<file path="config.mk">
export PLATFORM = sky130hd
export DESIGN_NAME = i2c_master_register_access
export DESIGN_NICKNAME = d
export VERILOG_FILES = /design/src/rtl/i2cm_pkg.sv /design/src/rtl/i2cm_csr.sv /design/src/rtl/i2cm_seq.sv /design/src/rtl/i2c_master_register_access.sv
export SDC_FILE = /design/constraint.sdc
export NUM_CORES = 1
export LEC_CHECK = 0
export BUFFER_PORTS_ARGS = -buffer_cell sky130_fd_sc_hd__buf_4
export CORE_MARGIN = 4
export CORE_UTILIZATION = 51
export DETAILED_ROUTE_END_ITERATION = 7
export PLACE_DENSITY = 0.78
export SETUP_SLACK_MARGIN = 0.4
export SLEW_MARGIN = 30
export SYNTH_ARGS = -nofsm -noshare
export SYNTH_HDL_FRONTEND = slang
export SYNTH_SLANG_ARGS = --single-unit
</file>
<file path="constraint.sdc">
create_clock -name clock -period 3.42 [get_ports clock]
set_clock_uncertainty 0.15 [all_clocks]
set_input_delay 0.513 -clock clock [delete_from_list [all_inputs] [get_ports clock]]
set_output_delay 0.513 -clock clock [all_outputs]
set_load 0.05 [all_outputs]
</file>
<file path="src/rtl/i2cm_pkg.sv">
`timescale 1ns / 1ps
// ----------------------------------------------------------------------------
// I2C master register access package
// Shared types and constants for the bus sequencer, the register file and
// the top level.
// ----------------------------------------------------------------------------
package i2cm_pkg;

   localparam int unsigned CsrAddrWidth = 4;
   localparam int unsigned CsrDataWidth = 32;

   localparam logic [6:0]  DevAddrReset    = 7'd100;
   localparam logic [15:0] PhaseTicksReset = 16'd18;
   localparam logic [7:0]  RetryLimitReset = 8'd100;

   typedef enum logic [1:0] {
      CSR_DEVICE_ADDRESS  = 2'd0,
      CSR_PHASE_TICKS     = 2'd1,
      CSR_ACK_RETRY_LIMIT = 2'd2,
      CSR_UNUSED          = 2'd3
   } csr_index_type;

   typedef enum logic [1:0] {
      CMD_TICK   = 2'd0,
      CMD_WRITE  = 2'd1,
      CMD_READ   = 2'd2,
      CMD_SUPPLY = 2'd3
   } cmd_type;

   typedef enum logic [1:0] {
      STG_ADDR_W  = 2'd0,
      STG_POINTER = 2'd1,
      STG_ADDR_R  = 2'd2,
      STG_DATA    = 2'd3
   } stage_type;

   typedef enum logic [4:0] {
      PH_IDLE = 5'd0,
      PH_SA   = 5'd1,
      PH_SB   = 5'd2,
      PH_WA   = 5'd3,
      PH_WB   = 5'd4,
      PH_WC   = 5'd5,
      PH_AA   = 5'd6,
      PH_AB   = 5'd7,
      PH_AC   = 5'd8,
      PH_WAIT = 5'd9,
      PH_RA   = 5'd10,
      PH_RB   = 5'd11,
      PH_MA   = 5'd12,
      PH_MB   = 5'd13,
      PH_MC   = 5'd14,
      PH_NA   = 5'd15,
      PH_NB   = 5'd16,
      PH_NC   = 5'd17,
      PH_PA   = 5'd18,
      PH_PB   = 5'd19,
      PH_PC   = 5'd20,
      PH_PD   = 5'd21
   } phase_type;

   typedef struct packed {
      logic [6:0]  device_address;
      logic [15:0] phase_ticks;
      logic [7:0]  ack_retry_limit;
   } cfg_type;

   typedef struct packed {
      logic [1:0] cmd;
      logic [7:0] reg_addr;
      logic [7:0] byte_count;
      logic [7:0] write_data;
      logic       sda_in;
   } req_type;

   typedef struct packed {
      logic       scl_out;
      logic       sda_out;
      logic [7:0] rd_data;
      logic       rd_valid;
      logic       rd_last;
      logic       need_data;
      logic       done_res;
      logic       nack_error;
      logic       busy_res;
   } rsp_type;

endpackage

</file>
<file path="src/rtl/i2cm_csr.sv">
`timescale 1ns / 1ps
// ----------------------------------------------------------------------------
// I2C master configuration registers
// APB-style register file holding device address, phase length and the
// acknowledge retry limit.
// ----------------------------------------------------------------------------
module i2cm_csr import i2cm_pkg::*; (
   input  logic                    clock,
   input  logic                    reset,
   input  logic                    csr_psel,
   input  logic                    csr_penable,
   input  logic                    csr_pwrite,
   input  logic [CsrAddrWidth-1:0] csr_paddr,
   input  logic [CsrDataWidth-1:0] csr_pwdata,
   output logic [CsrDataWidth-1:0] csr_prdata,
   output logic                    csr_pready,
   output cfg_type                 cfg
);

   cfg_type       cfg_ff;
   cfg_type       cfg_in;
   csr_index_type index;
   logic          wr_en;

   assign csr_pready = 1'b1;
   assign index      = csr_index_type'(csr_paddr[CsrAddrWidth-1:2]);
   assign wr_en      = csr_psel & csr_penable & csr_pwrite & csr_pready;
   assign cfg        = cfg_ff;

   always_comb begin
      cfg_in = cfg_ff;
      if (wr_en) begin
         unique case (index)
            CSR_DEVICE_ADDRESS:  cfg_in.device_address  = csr_pwdata[6:0];
            CSR_PHASE_TICKS:     cfg_in.phase_ticks     = csr_pwdata[15:0];
            CSR_ACK_RETRY_LIMIT: cfg_in.ack_retry_limit = csr_pwdata[7:0];
            default: ;
         endcase
      end
   end

   always_comb begin
      csr_prdata = '0;
      unique case (index)
         CSR_DEVICE_ADDRESS:  csr_prdata[6:0]  = cfg_ff.device_address;
         CSR_PHASE_TICKS:     csr_prdata[15:0] = cfg_ff.phase_ticks;
         CSR_ACK_RETRY_LIMIT: csr_prdata[7:0]  = cfg_ff.ack_retry_limit;
         default: ;
      endcase
   end

   always_ff @(posedge clock) begin
      if (reset) begin
         cfg_ff.device_address  <= DevAddrReset;
         cfg_ff.phase_ticks     <= PhaseTicksReset;
         cfg_ff.ack_retry_limit <= RetryLimitReset;
      end else begin
         cfg_ff <= cfg_in;
      end
   end

endmodule

</file>
<file path="src/rtl/i2cm_seq.sv">
`timescale 1ns / 1ps
// ----------------------------------------------------------------------------
// I2C master bus sequencer
// Phase state machine that advances by one bus tick per accepted beat and
// forms the line drives and status of that tick.
// ----------------------------------------------------------------------------
module i2cm_seq import i2cm_pkg::*; (
   input  logic    clock,
   input  logic    reset,
   input  logic    step,
   input  cfg_type cfg,
   input  req_type req,
   output rsp_type rsp
);

   phase_type   phase_ff, phase_in;
   stage_type   stage_ff, stage_in;
   logic [15:0] count_ff, count_in;
   logic [2:0]  bit_ff, bit_in;
   logic [7:0]  shift_ff, shift_in;
   logic [7:0]  left_ff, left_in;
   logic [7:0]  retry_ff, retry_in;
   logic        read_ff, read_in;
   logic [7:0]  ptr_ff, ptr_in;
   logic        ack_ff, ack_in;
   logic        abort_ff, abort_in;

   logic [15:0] ticks;
   logic [7:0]  limit;
   logic        phase_end;
   logic        retry_out;
   logic        tx_bit;
   cmd_type     cmd;

   assign ticks     = (cfg.phase_ticks == 16'd0) ? 16'd1 : cfg.phase_ticks;
   assign limit     = (cfg.ack_retry_limit == 8'd0) ? 8'd1 : cfg.ack_retry_limit;
   assign phase_end = ({1'b0, count_ff} + 17'd1) >= {1'b0, ticks};
   assign retry_out = ({1'b0, retry_ff} + 9'd1) >= {1'b0, limit};
   assign tx_bit    = shift_ff[7];
   assign cmd       = cmd_type'(req.cmd);

   always_comb begin
      phase_in = phase_ff;
      stage_in = stage_ff;
      count_in = count_ff;
      bit_in   = bit_ff;
      shift_in = shift_ff;
      left_in  = left_ff;
      retry_in = retry_ff;
      read_in  = read_ff;
      ptr_in   = ptr_ff;
      ack_in   = ack_ff;
      abort_in = abort_ff;
      rsp      = '0;

      rsp.scl_out = 1'b1;
      rsp.sda_out = 1'b1;
      unique case (phase_ff)
         PH_SB, PH_MB, PH_PB: rsp.sda_out = 1'b0;
         PH_WA: begin
            rsp.scl_out = 1'b0;
            rsp.sda_out = tx_bit;
         end
         PH_WB: rsp.sda_out = tx_bit;
         PH_WC: begin
            rsp.scl_out = 1'b0;
            rsp.sda_out = (bit_ff == 3'd7) ? 1'b1 : tx_bit;
         end
         PH_AC, PH_WAIT, PH_RB, PH_MC, PH_NA, PH_NC: rsp.scl_out = 1'b0;
         PH_MA, PH_PA: begin
            rsp.scl_out = 1'b0;
            rsp.sda_out = 1'b0;
         end
         default: ;
      endcase
      rsp.need_data = (phase_ff == PH_WAIT);
      rsp.busy_res  = (phase_ff != PH_IDLE);

      if (phase_ff == PH_IDLE) begin
         if (cmd == CMD_WRITE || cmd == CMD_READ) begin
            read_in  = (cmd == CMD_READ);
            ptr_in   = req.reg_addr;
            left_in  = req.byte_count;
            retry_in = '0;
            abort_in = 1'b0;
            ack_in   = 1'b0;
            stage_in = STG_ADDR_W;
            bit_in   = '0;
            shift_in = {cfg.device_address, 1'b0};
            phase_in = PH_SA;
            count_in = '0;
         end
      end else if (phase_ff == PH_WAIT) begin
         if (cmd == CMD_SUPPLY) begin
            shift_in = req.write_data;
            bit_in   = '0;
            phase_in = PH_WA;
            count_in = '0;
         end
      end else if (!phase_end) begin
         count_in = count_ff + 16'd1;
      end else begin
         count_in = '0;
         unique case (phase_ff)
            PH_SA: phase_in = PH_SB;
            PH_SB: begin
               bit_in   = '0;
               phase_in = PH_WA;
            end
            PH_WA: phase_in = PH_WB;
            PH_WB: phase_in = PH_WC;
            PH_WC: begin
               if (bit_ff == 3'd7) begin
                  bit_in   = '0;
                  ack_in   = 1'b0;
                  phase_in = PH_AA;
               end else begin
                  bit_in   = bit_ff + 3'd1;
                  shift_in = {shift_ff[6:0], 1'b0};
                  phase_in = PH_WA;
               end
            end
            PH_AA: begin
               ack_in   = ~req.sda_in;
               phase_in = PH_AB;
            end
            PH_AB: phase_in = PH_AC;
            PH_AC: begin
               if (ack_ff) begin
                  retry_in = '0;
                  unique case (stage_ff)
                     STG_ADDR_W: begin
                        stage_in = STG_POINTER;
                        shift_in = ptr_ff;
                        bit_in   = '0;
                        phase_in = PH_WA;
                     end
                     STG_POINTER: begin
                        if (read_ff) begin
                           stage_in = STG_ADDR_R;
                           shift_in = {cfg.device_address, 1'b1};
                           phase_in = PH_SA;
                        end else if (left_ff == 8'd0) begin
                           phase_in = PH_PA;
                        end else begin
                           stage_in = STG_DATA;
                           phase_in = PH_WAIT;
                        end
                     end
                     STG_ADDR_R: begin
                        if (left_ff == 8'd0) begin
                           phase_in = PH_NA;
                        end else begin
                           shift_in = '0;
                           bit_in   = '0;
                           phase_in = PH_RA;
                        end
                     end
                     STG_DATA: begin
                        left_in  = left_ff - 8'd1;
                        phase_in = (left_ff == 8'd1) ? PH_PA : PH_WAIT;
                     end
                     default: ;
                  endcase
               end else if (retry_out) begin
                  abort_in = 1'b1;
                  phase_in = PH_PA;
               end else begin
                  retry_in = retry_ff + 8'd1;
                  phase_in = PH_AA;
               end
            end
            PH_RA: begin
               shift_in = {shift_ff[6:0], req.sda_in};
               phase_in = PH_RB;
            end
            PH_RB: begin
               if (bit_ff == 3'd7) begin
                  bit_in       = '0;
                  rsp.rd_data  = shift_ff;
                  rsp.rd_valid = 1'b1;
                  rsp.rd_last  = (left_ff == 8'd1);
                  left_in      = left_ff - 8'd1;
                  phase_in     = (left_ff == 8'd1) ? PH_NA : PH_MA;
               end else begin
                  bit_in   = bit_ff + 3'd1;
                  phase_in = PH_RA;
               end
            end
            PH_MA: phase_in = PH_MB;
            PH_MB: phase_in = PH_MC;
            PH_MC: begin
               shift_in = '0;
               bit_in   = '0;
               phase_in = PH_RA;
            end
            PH_NA: phase_in = PH_NB;
            PH_NB: phase_in = PH_NC;
            PH_NC: phase_in = PH_PA;
            PH_PA: phase_in = PH_PB;
            PH_PB: phase_in = PH_PC;
            PH_PC: phase_in = PH_PD;
            PH_PD: begin
               rsp.done_res   = 1'b1;
               rsp.nack_error = abort_ff;
               abort_in       = 1'b0;
               retry_in       = '0;
               bit_in         = '0;
               phase_in       = PH_IDLE;
            end
            default: ;
         endcase
      end
   end

   always_ff @(posedge clock) begin
      if (reset) begin
         phase_ff <= PH_IDLE;
         stage_ff <= STG_ADDR_W;
         count_ff <= '0;
         bit_ff   <= '0;
         shift_ff <= '0;
         left_ff  <= '0;
         retry_ff <= '0;
         read_ff  <= 1'b0;
         ptr_ff   <= '0;
         ack_ff   <= 1'b0;
         abort_ff <= 1'b0;
      end else if (step) begin
         phase_ff <= phase_in;
         stage_ff <= stage_in;
         count_ff <= count_in;
         bit_ff   <= bit_in;
         shift_ff <= shift_in;
         left_ff  <= left_in;
         retry_ff <= retry_in;
         read_ff  <= read_in;
         ptr_ff   <= ptr_in;
         ack_ff   <= ack_in;
         abort_ff <= abort_in;
      end
   end

   a_wait_in_data_stage: assert property (@(posedge clock) disable iff (reset)
      phase_ff == PH_WAIT |-> stage_ff == STG_POINTER || stage_ff == STG_DATA)
      else $error("wait phase outside a write transfer");

   a_count_below_ticks: assert property (@(posedge clock) disable iff (reset)
      $past(step) && !$past(reset) |-> count_ff < ticks || $past(count_ff) >= ticks
      || $changed(cfg.phase_ticks))
      else $error("phase counter ran past the phase length");

   a_idle_counters_clear: assert property (@(posedge clock) disable iff (reset)
      phase_ff == PH_IDLE |-> count_ff == 16'd0 && bit_ff == 3'd0 && !abort_ff)
      else $error("sequencer idle with stale counters");

endmodule

</file>
<file path="src/rtl/i2c_master_register_access.sv">
`timescale 1ns / 1ps
// A result beat appears in the output register in the cycle after its request beat.
// One request beat per cycle unless the output register stalls; one bus tick per beat.
// A stalled output register holds one result while the sequencer waits behind it.
// Reset is synchronous and active high; it returns the bus sequencer to idle and
// restores device address 100, 18 ticks per phase and 100 ack retries.
// ----------------------------------------------------------------------------
// I2C master register access
// Bit-level I2C master for register reads and writes with an APB-style
// configuration port and a registered result channel.
// ----------------------------------------------------------------------------
module i2c_master_register_access import i2cm_pkg::*; (
   input  logic                    clock,
   input  logic                    reset,
   input  logic                    req_valid,
   output logic                    req_ready,
   input  logic [1:0]              req_cmd,
   input  logic [7:0]              req_reg_addr,
   input  logic [7:0]              req_byte_count,
   input  logic [7:0]              req_write_data,
   input  logic                    req_sda_in,
   output logic                    rsp_valid,
   input  logic                    rsp_ready,
   output logic                    rsp_scl_out,
   output logic                    rsp_sda_out,
   output logic [7:0]              rsp_rd_data,
   output logic                    rsp_rd_valid,
   output logic                    rsp_rd_last,
   output logic                    rsp_need_data,
   output logic                    rsp_done_res,
   output logic                    rsp_nack_error,
   output logic                    rsp_busy_res,
   input  logic                    csr_psel,
   input  logic                    csr_penable,
   input  logic                    csr_pwrite,
   input  logic [CsrAddrWidth-1:0] csr_paddr,
   input  logic [CsrDataWidth-1:0] csr_pwdata,
   output logic [CsrDataWidth-1:0] csr_prdata,
   output logic                    csr_pready
);

   cfg_type cfg;
   req_type req;
   rsp_type rsp_next;
   rsp_type rsp_ff, rsp_in;
   logic    rsp_valid_ff, rsp_valid_in;
   logic    step;

   assign req.cmd        = req_cmd;
   assign req.reg_addr   = req_reg_addr;
   assign req.byte_count = req_byte_count;
   assign req.write_data = req_write_data;
   assign req.sda_in     = req_sda_in;

   assign req_ready = ~rsp_valid_ff | rsp_ready;
   assign step      = req_valid & req_ready;

   i2cm_csr u_csr (
      .clock       (clock),
      .reset       (reset),
      .csr_psel    (csr_psel),
      .csr_penable (csr_penable),
      .csr_pwrite  (csr_pwrite),
      .csr_paddr   (csr_paddr),
      .csr_pwdata  (csr_pwdata),
      .csr_prdata  (csr_prdata),
      .csr_pready  (csr_pready),
      .cfg         (cfg)
   );

   i2cm_seq u_seq (
      .clock (clock),
      .reset (reset),
      .step  (step),
      .cfg   (cfg),
      .req   (req),
      .rsp   (rsp_next)
   );

   always_comb begin
      rsp_in       = rsp_ff;
      rsp_valid_in = rsp_valid_ff & ~rsp_ready;
      if (step) begin
         rsp_in       = rsp_next;
         rsp_valid_in = 1'b1;
      end
   end

   always_ff @(posedge clock) begin
      if (reset) begin
         rsp_valid_ff <= 1'b0;
      end else begin
         rsp_valid_ff <= rsp_valid_in;
      end
   end

   always_ff @(posedge clock) begin
      rsp_ff <= rsp_in;
   end

   assign rsp_valid      = rsp_valid_ff;
   assign rsp_scl_out    = rsp_ff.scl_out;
   assign rsp_sda_out    = rsp_ff.sda_out;
   assign rsp_rd_data    = rsp_ff.rd_data;
   assign rsp_rd_valid   = rsp_ff.rd_valid;
   assign rsp_rd_last    = rsp_ff.rd_last;
   assign rsp_need_data  = rsp_ff.need_data;
   assign rsp_done_res   = rsp_ff.done_res;
   assign rsp_nack_error = rsp_ff.nack_error;
   assign rsp_busy_res   = rsp_ff.busy_res;

   a_ready_when_empty: assert property (@(posedge clock) disable iff (reset)
      !rsp_valid_ff |-> req_ready)
      else $error("request stalled with an empty output register");

   a_error_with_done: assert property (@(posedge clock) disable iff (reset)
      rsp_valid_ff && rsp_ff.nack_error |-> rsp_ff.done_res && rsp_ff.busy_res)
      else $error("error flagged without the final stop");

   a_last_with_byte: assert property (@(posedge clock) disable iff (reset)
      rsp_valid_ff && rsp_ff.rd_last |-> rsp_ff.rd_valid && !rsp_ff.done_res)
      else $error("last flag without a received byte");

endmodule

</file>
==> results of run 1 <==
-- per-layer routing --
metal	vias up	part of all wire (%)	GRT usage (%)
met1	3145	44	33.0
met2	291	47	38.4
li1	3266	-	-
met3	25	7.5	4.54
met4	2	1.4	7.39
met5	-	0.23	2.43
-- cell usage after synthesis, drive strengths merged (9+ instances only) --
library cell | number | area, um2
edfxtp | 16 | 480
inv | 39 | 146
ha | 40 | 500
nand3 | 45 | 225
dfxtp | 93 | 1860
o21ai | 32 | 160
buf | 36 | 218
xnor2 | 11 | 96.3
nand2 | 108 | 405
clkbuf | 39 | 146
nor2b | 10 | 62.6
a21oi | 71 | 363
nor3 | 13 | 65.1
and2 | 23 | 144
o211ai | 9 | 67.6
and3 | 12 | 75.1
mux2i | 25 | 250
nor4 | 9 | 56.3
nand2b | 13 | 81.3
nor2 | 79 | 319
a22oi | 20 | 150
-- worst min-delay path, cell delays in order --
cell,delay [ns]
buf_4,0.08
mux2i_1,0.05
nor2_1,0.07
-- worst paths after layout --
| check | to | from | slack (ns) | cells after the start |
|---|---|---|---|---|
| worst max register to register | u_seq.retry_ff[7]$_SDFFE_PP0P_ | u_seq.count_ff[0]$_SDFFE_PP0P_ | -0.08 | 15 |
| worst max-delay path | u_seq.retry_ff[7]$_SDFFE_PP0P_ | u_seq.count_ff[0]$_SDFFE_PP0P_ | -0.08 | 15 |
| worst min register to register | u_seq.bit_ff[2]$_SDFFE_PP0P_ | u_seq.bit_ff[2]$_SDFFE_PP0P_ | 0.32 | 2 |
| worst min-delay path | u_seq.ptr_ff[3]$_SDFFE_PP0P_ | req_reg_addr[3] | 0.23 | 3 |
-- cells in the final DEF (no fill, tap or decap), drive strengths merged, types with 4 or more instances in the layout --
cell,Yosys,final
nor2b,10,10
ha,40,40
nor2,79,79
conb,2,17
and3,12,12
o211ai,9,9
dfxtp,93,93
a21o,5,5
nor4,9,9
buf,36,152
nand3b,4,4
or2,4,4
a211o,6,6
nand2,108,108
xnor2,11,11
xor2,7,7
a31oi,7,7
a21oi,71,71
nor3,13,13
a311oi,5,5
mux2i,25,25
a222oi,8,8
nand4,8,8
inv,39,41
a22oi,20,20
edfxtp,16,16
o31ai,7,7
clkbuf,39,9
nand2b,13,13
clkinv,1,4
o21ai,32,32
nand3,45,45
a211oi,8,8
and2,23,23
or3,7,7
-- power breakdown --
group / switching [uW] / internal (uW)
Clock: 529 / 662
Sequential: 90.5 / 1400
Combinational: 1050 / 639
Total: 1670 / 2700
-- final cells by class --
| class | count | area (um2) |
|---|---|---|
| Sequential cell | 109 | 2350 |
| Clock buffer | 9 | 225 |
| Clock inverter | 7 | 116 |
| Inverter | 40 | 150 |
| Timing Repair Buffer | 152 | 1180 |
| Multi-Input combinational cell | 657 | 4300 |
| Fill cell | 1149 | 4700 |
| Tap cell | 176 | 220 |
-- flip-flops by register name (all words and copies together) (netlist names), 2 cells and up --
register / flops
u_csr.cfg: 31
u_seq.retry_ff: 8
u_seq.phase_ff: 5
u_seq.left_ff: 8
u_seq.stage_ff: 2
u_seq.ptr_ff: 8
u_seq.bit_ff: 3
u_seq.count_ff: 16
rsp_rd_data: 8
u_seq.shift_ff: 8
-- stage by stage --
step | setup WS [ns] | util, % | setup TNS (ns) | hold WS, ns | instances
CTS | -0.0476 | 63.4 | -0.196 | 0.230 | 1147
finish | -0.0763 | 64.5 | -0.218 | 0.233 | 1150
global placement | -0.0636 | 60.0 | -0.599 | 0.298 | 1128
floorplan | 0.0622 | - | 0 | 0.288 | 881
detailed placement | -0.127 | 60.0 | -1.69 | 0.313 | 1128
global route | -0.287 | 64.5 | -3.58 | 0.243 | 1150
-- cell families after synthesis --
kind of cell | after synthesis | share of synthesized area [%]
AND/OR/NAND/NOR | 345 | 24.2
buffers and inverters | 115 | 7.48
adder cells (fa/ha/maj) | 40 | 7.28
AO/OA/AOI/OAI | 212 | 20.9
other | 2 | 0.109
flip-flops | 109 | 34.1
XOR/XNOR | 18 | 2.29
multiplexers | 25 | 3.64
-- what timing repair did --
item                       CTS  global route
setup endpoints to repair   64            64
gates resized for setup     19            23
buffers inserted             3             3
pin swaps                   12            23
==> results.py, run 1 <==
metrics = {
    "die": {
        "core_area_mm2": 0.0132,
        "start_util_pct": 51.9,
        "die_x_um": 124,
        "rows": 42,
        "fp.dieH_um": 124,
        "io_pins": 121,
        "die_area_mm2": 0.0154,
    },
    "run": {
        "maxCapViolations": 0,
    },
    "synthesis": {
        "synth-seq-area-share_pct": 34.1,
        "synth_edf_count": 16,
        "ys_ff_latch": 109,
        "ys_types": 67,
        "synth_warnings": 0,
        "syn_inst": 866,
        "synth_area_mm2": 0.00688,
        "synth_flop_cell": "dfxtp_1",
        "ys_async_sr_fraction_pct": 0,
        "syn_avg_cell_area_um2": 7.94,
    },
    "setup_path": {
        "max_stage_delay_ns": 0.38,
        "critPathMaxFanout": 6,
        "path_buf_inv": 2,
        "cp_slowest_cell": "a221o_1",
        "crit_family": "simple AND/OR/NAND/NOR gates",
        "endpoint_kind": "register",
        "critPathLaunchType": "register",
        "critPathRequiredTime_ns": 3.50,
        "timing_worst_setup_path_type": "reg2reg",
        "critical_path_arrival_ns": 3.58,
        "path_cells": "ha_4 > and3_4 > and3_4 > nand3_4 > xnor2_4 > ha_4 > nand4_1 > or3_1 > a311o_1 > o211a_4 > a221o_1 > buf_6 > buf_6 > nand3_1 > o21ai_0",
    },
    "clock_network": {
        "htreeDepth": 3,
        "insertion_delay_ns": 0.36,
        "cts_tree": "built",
        "cts.clk_slew.worst_paths_ns": 0.08,
        "hold_buffers": 0,
        "cts.path.max_buffers": 2,
        "cts_root_buf": "clkbuf_16",
        "clock_sinks": 109,
        "numCtsBuffers": 9,
    },
    "drt": {
        "ant_nets": 0,
        "viasPerCell": 5.85,
        "drc": 0,
        "dr.pass1.iters": 8,
        "wirelength_mm": 18.7,
        "wl_per_cell_um": 16.3,
        "drt_iter0_markers": 559,
        "num_vias": 6729,
    },
    "cells_and_area": {
        "final_area_mm2": 0.00855,
        "area_growth_syn_to_layout_pct": 24.2,
        "n_antenna_cell": 0,
        "final_nets": 1079,
        "drive_above_1_share_pct": 22.0,
    },
    "global_route": {
        "grt_max_degree": 46,
        "grtUsageTotal_pct": 24.1,
        "grt_first_pass_wirelength_mm": 30.0,
        "grt_pass1_vias": 6252,
        "grt-ovfl-total": 0,
        "antenna_found_initial": 0,
    },
    "power_and_ir_drop": {
        "ir_drop_mv": 0.240,
        "p_per_area_mw_per_mm2": 511,
        "total_power_uw": 4370,
        "leakage_uw": 0.00358,
    },
    "sta": {
        "finalSetupViolCount": 5,
        "grt_setup_unrepaired": "true",
        "drv_slew": 0,
        "finalHoldViolCount": 0,
        "worst_pin_slew_ns": 0.757,
        "slew_headroom_pct": 49.0,
        "max_freq_mhz": 286,
        "fin_ws_ns": -0.0763,
        "min_period_ns": 3.50,
        "fin_crit_sh_pct": 102,
    },
    "placement": {
        "numPortBuffers": 85,
        "gp_congestion": 0.934,
        "dpl_cell_area_mm2": 0.00795,
        "dpl.hpwl_mm": 13.3,
    },
    "min_path": {
        "hold_class": "in2reg",
    },
    "status": {
        "status": "complete, but fails checks",
        "violations": "negative setup slack",
    },
}
(Power assumes the default switching activity.)
==> run 2, diff against run 1 <==
==> constraint.sdc (replaced) <==
create_clock -name clock -period 3.42 [get_ports clock]
set_clock_uncertainty 0.15 [all_clocks]
set_input_delay 0.342 -clock clock [delete_from_list [all_inputs] [get_ports clock]]
set_output_delay 0.342 -clock clock [all_outputs]
set_load 0.05 [all_outputs]
==> run 2 against run 1 <==
Net effect: the flow still finishes with violations (negative setup slack); utilization is 0.085 points higher; register-to-register slack better by 0.03 ns; global-route usage is 0.32 points higher; critical path depth shrank 1; sequential power hardly changed; combinational power hardly changed; sequential share of layout area about the same; total power decreased by 2.9%; clock-buffer cell count stayed put; wire length rose by 0.75%; critical endpoint is now u_seq.retry_ff[4]$_SDFFE_PP0P_; die area is the same; largest power group unchanged.
==> results.py, run 2 (synthesized netlist as in run 1, its figures left out) <==
metrics = {
    "status": {
        "status": "complete, but fails checks",
        "violations": "negative setup slack",
    },
    "min_path": {
        "hold_start": "req_reg_addr[6]",
        "hold_class": "in2reg",
    },
    "clock_network": {
        "hold_buffers": 0,
        "htreeDepth": 3,
        "insertion_delay_ns": 0.36,
        "cts.path.max_buffers": 2,
        "cts.clk_slew.worst_paths_ns": 0.07,
        "clock_sinks": 109,
        "cts_tree": "built",
        "cts_root_buf": "clkbuf_16",
        "numCtsBuffers": 9,
    },
    "setup_path": {
        "critPathMaxFanout": 6,
        "critPathLaunchType": "register",
        "rr_startpoint": "u_seq.count_ff[1]$_SDFFE_PP0P_",
        "max_stage_delay_ns": 0.41,
        "critical_path_arrival_ns": 3.55,
        "endpoint_kind": "register",
        "path_cells": "ha_4 > and3_4 > and3_4 > nand3_4 > xnor2_4 > ha_4 > nand4_1 > or3_1 > a311o_1 > o211a_4 > a221o_1 > buf_6 > o211ai_1 > o31ai_1",
        "cp_slowest_cell": "a221o_1",
        "critPathRequiredTime_ns": 3.51,
        "worstSetupStartpoint": "u_seq.count_ff[1]$_SDFFE_PP0P_",
        "timing_worst_setup_path_type": "reg2reg",
    },
    "cells_and_area": {
        "final_nets": 1081,
        "n_antenna_cell": 0,
        "area_growth_syn_to_layout_pct": 24.4,
        "final_util_pct": 64.6,
        "layout.cells.non_filler": 1152,
        "nFillCells": 1109,
        "largest_register_ffs": 31,
        "drive_above_1_share_pct": 22.7,
        "final_cell_mix": "145 x buf_4, 107 x nand2_1, 91 x dfxtp_1, 73 x nor2_1, 65 x a21oi_1",
        "final_common_cell": "buf_4",
    },
    "drt": {
        "wl_per_cell_um": 16.4,
        "drc": 0,
        "ant_nets": 0,
        "dr.pass1.iters": 6,
        "num_vias": 6853,
        "viasPerCell": 5.95,
        "wirelength_mm": 18.9,
        "drt_iter0_markers": 586,
    },
    "sta": {
        "worst_pin_slew_ns": 0.893,
        "fin_tns_setup_ns": -0.282,
        "max_freq_mhz": 288,
        "drv_slew": 0,
        "slew_headroom_pct": 40.5,
        "min_period_ns": 3.47,
        "fin_ws_ns": -0.0467,
        "finalHoldViolCount": 0,
        "fin_crit_sh_pct": 101,
        "finalSetupViolCount": 13,
        "grt_setup_unrepaired": "true",
    },
    "placement": {
        "dpl.hpwl_mm": 13.4,
        "gp_congestion": 0.924,
        "numPortBuffers": 85,
        "dp_slack_ns": -0.185,
        "dp.cells": 1129,
    },
    "power_and_ir_drop": {
        "p_sw_uw": 1690,
        "ir_drop_mv": 0.280,
        "p_per_area_mw_per_mm2": 496,
        "combPwrFrac_pct": 39.8,
        "leakage_uw": 0.00358,
        "switching_share_pct": 39.8,
        "clock_power_share_pct": 24.7,
        "pwr-share-seq_pct": 35.4,
        "intPower_uw": 2550,
    },
    "die": {
        "io_pins": 121,
        "die_x_um": 124,
        "fp.dieH_um": 124,
        "die_area_mm2": 0.0154,
        "start_util_pct": 51.9,
        "rows": 42,
        "core_area_mm2": 0.0132,
    },
    "global_route": {
        "grt_max_degree": 74,
        "grt-ovfl-total": 0,
        "antenna_found_initial": 0,
        "grt_pass1_vias": 6341,
        "grt_first_pass_wirelength_mm": 30.4,
        "grtUsageTotal_pct": 24.4,
    },
    "run": {
        "maxCapViolations": 0,
    },
}
run 2: power by group through the flow:
stage	sequential [uW]	combinational, uW	clock (uW)
detailed placement	1520	1550	0
global route	1510	1830	1100
floorplan	1550	1110	0
global placement	1520	1520	0
finish	1500	1690	1050
CTS	1500	1610	1050
run 2: per-stage QoR:
| step | total power [uW] | hold WS (ns) | cell area, um2 |
|---|---|---|---|
| 2_1_floorplan | 2660 | 0.288 | 7000 |
| 3_3_place_gp | 3040 | 0.299 | 7960 |
| 3_5_place_dp | 3070 | 0.304 | 7960 |
| 4_1_cts | 4160 | 0.0641 | 8440 |
| 5_1_grt | 4450 | 0.0813 | 8560 |
| 6_report | 4240 | 0.0676 | 8560 |
run 2: area by class of cell:
type                       instances  area (um2)  share of cell area, %
clock buffer                       9         225                   2.63
inverter                          40         150                   1.75
clock inverter                     7        66.3                  0.775
multi-input combinational        657        4340                   50.7
tap                              176         220                   2.57
sequential                       109        2350                   27.4
timing repair buffer             154        1210                   14.1
run 2: repair_timing:
| item | 4_1_cts | 5_1_grt |
|---|---|---|
| hold endpoints to repair | 0 | 0 |
| pin swaps | 18 | 14 |
| gates resized for setup | 35 | 15 |
| setup buffers | 3 | 4 |
| endpoints found under the setup margin | 64 | 64 |
run 2: routing by layer:
layer  up-vias  part of all wire (%)  GRT usage [%]
met3        45                   7.9           4.27
li1       3267                     -              -
met2       342                    46           39.0
met1      3199                    44           33.4
met4         0                   2.4           8.56
met5         -                     0              0
run 2: path summary, 6_finish.rpt:
check | end | slack, ns | depth (start not counted)
max reg2reg | u_seq.retry_ff[4]$_SDFFE_PP0P_ | -0.05 | 14
max | u_seq.retry_ff[4]$_SDFFE_PP0P_ | -0.05 | 14
min | u_seq.ptr_ff[6]$_SDFFE_PP0P_ | 0.07 | 3
min reg2reg | u_seq.bit_ff[2]$_SDFFE_PP0P_ | 0.32 | 2
run 2: worst max-delay path, delay by kind of cell (launching register included):
family	cells	cell delay, ns
buf+inv	1	0.15
fa+ha+maj	2	0.40
simple gates	5	1.00
compound gates	5	1.14
xor+xnor	1	0.16
flops	1	0.35
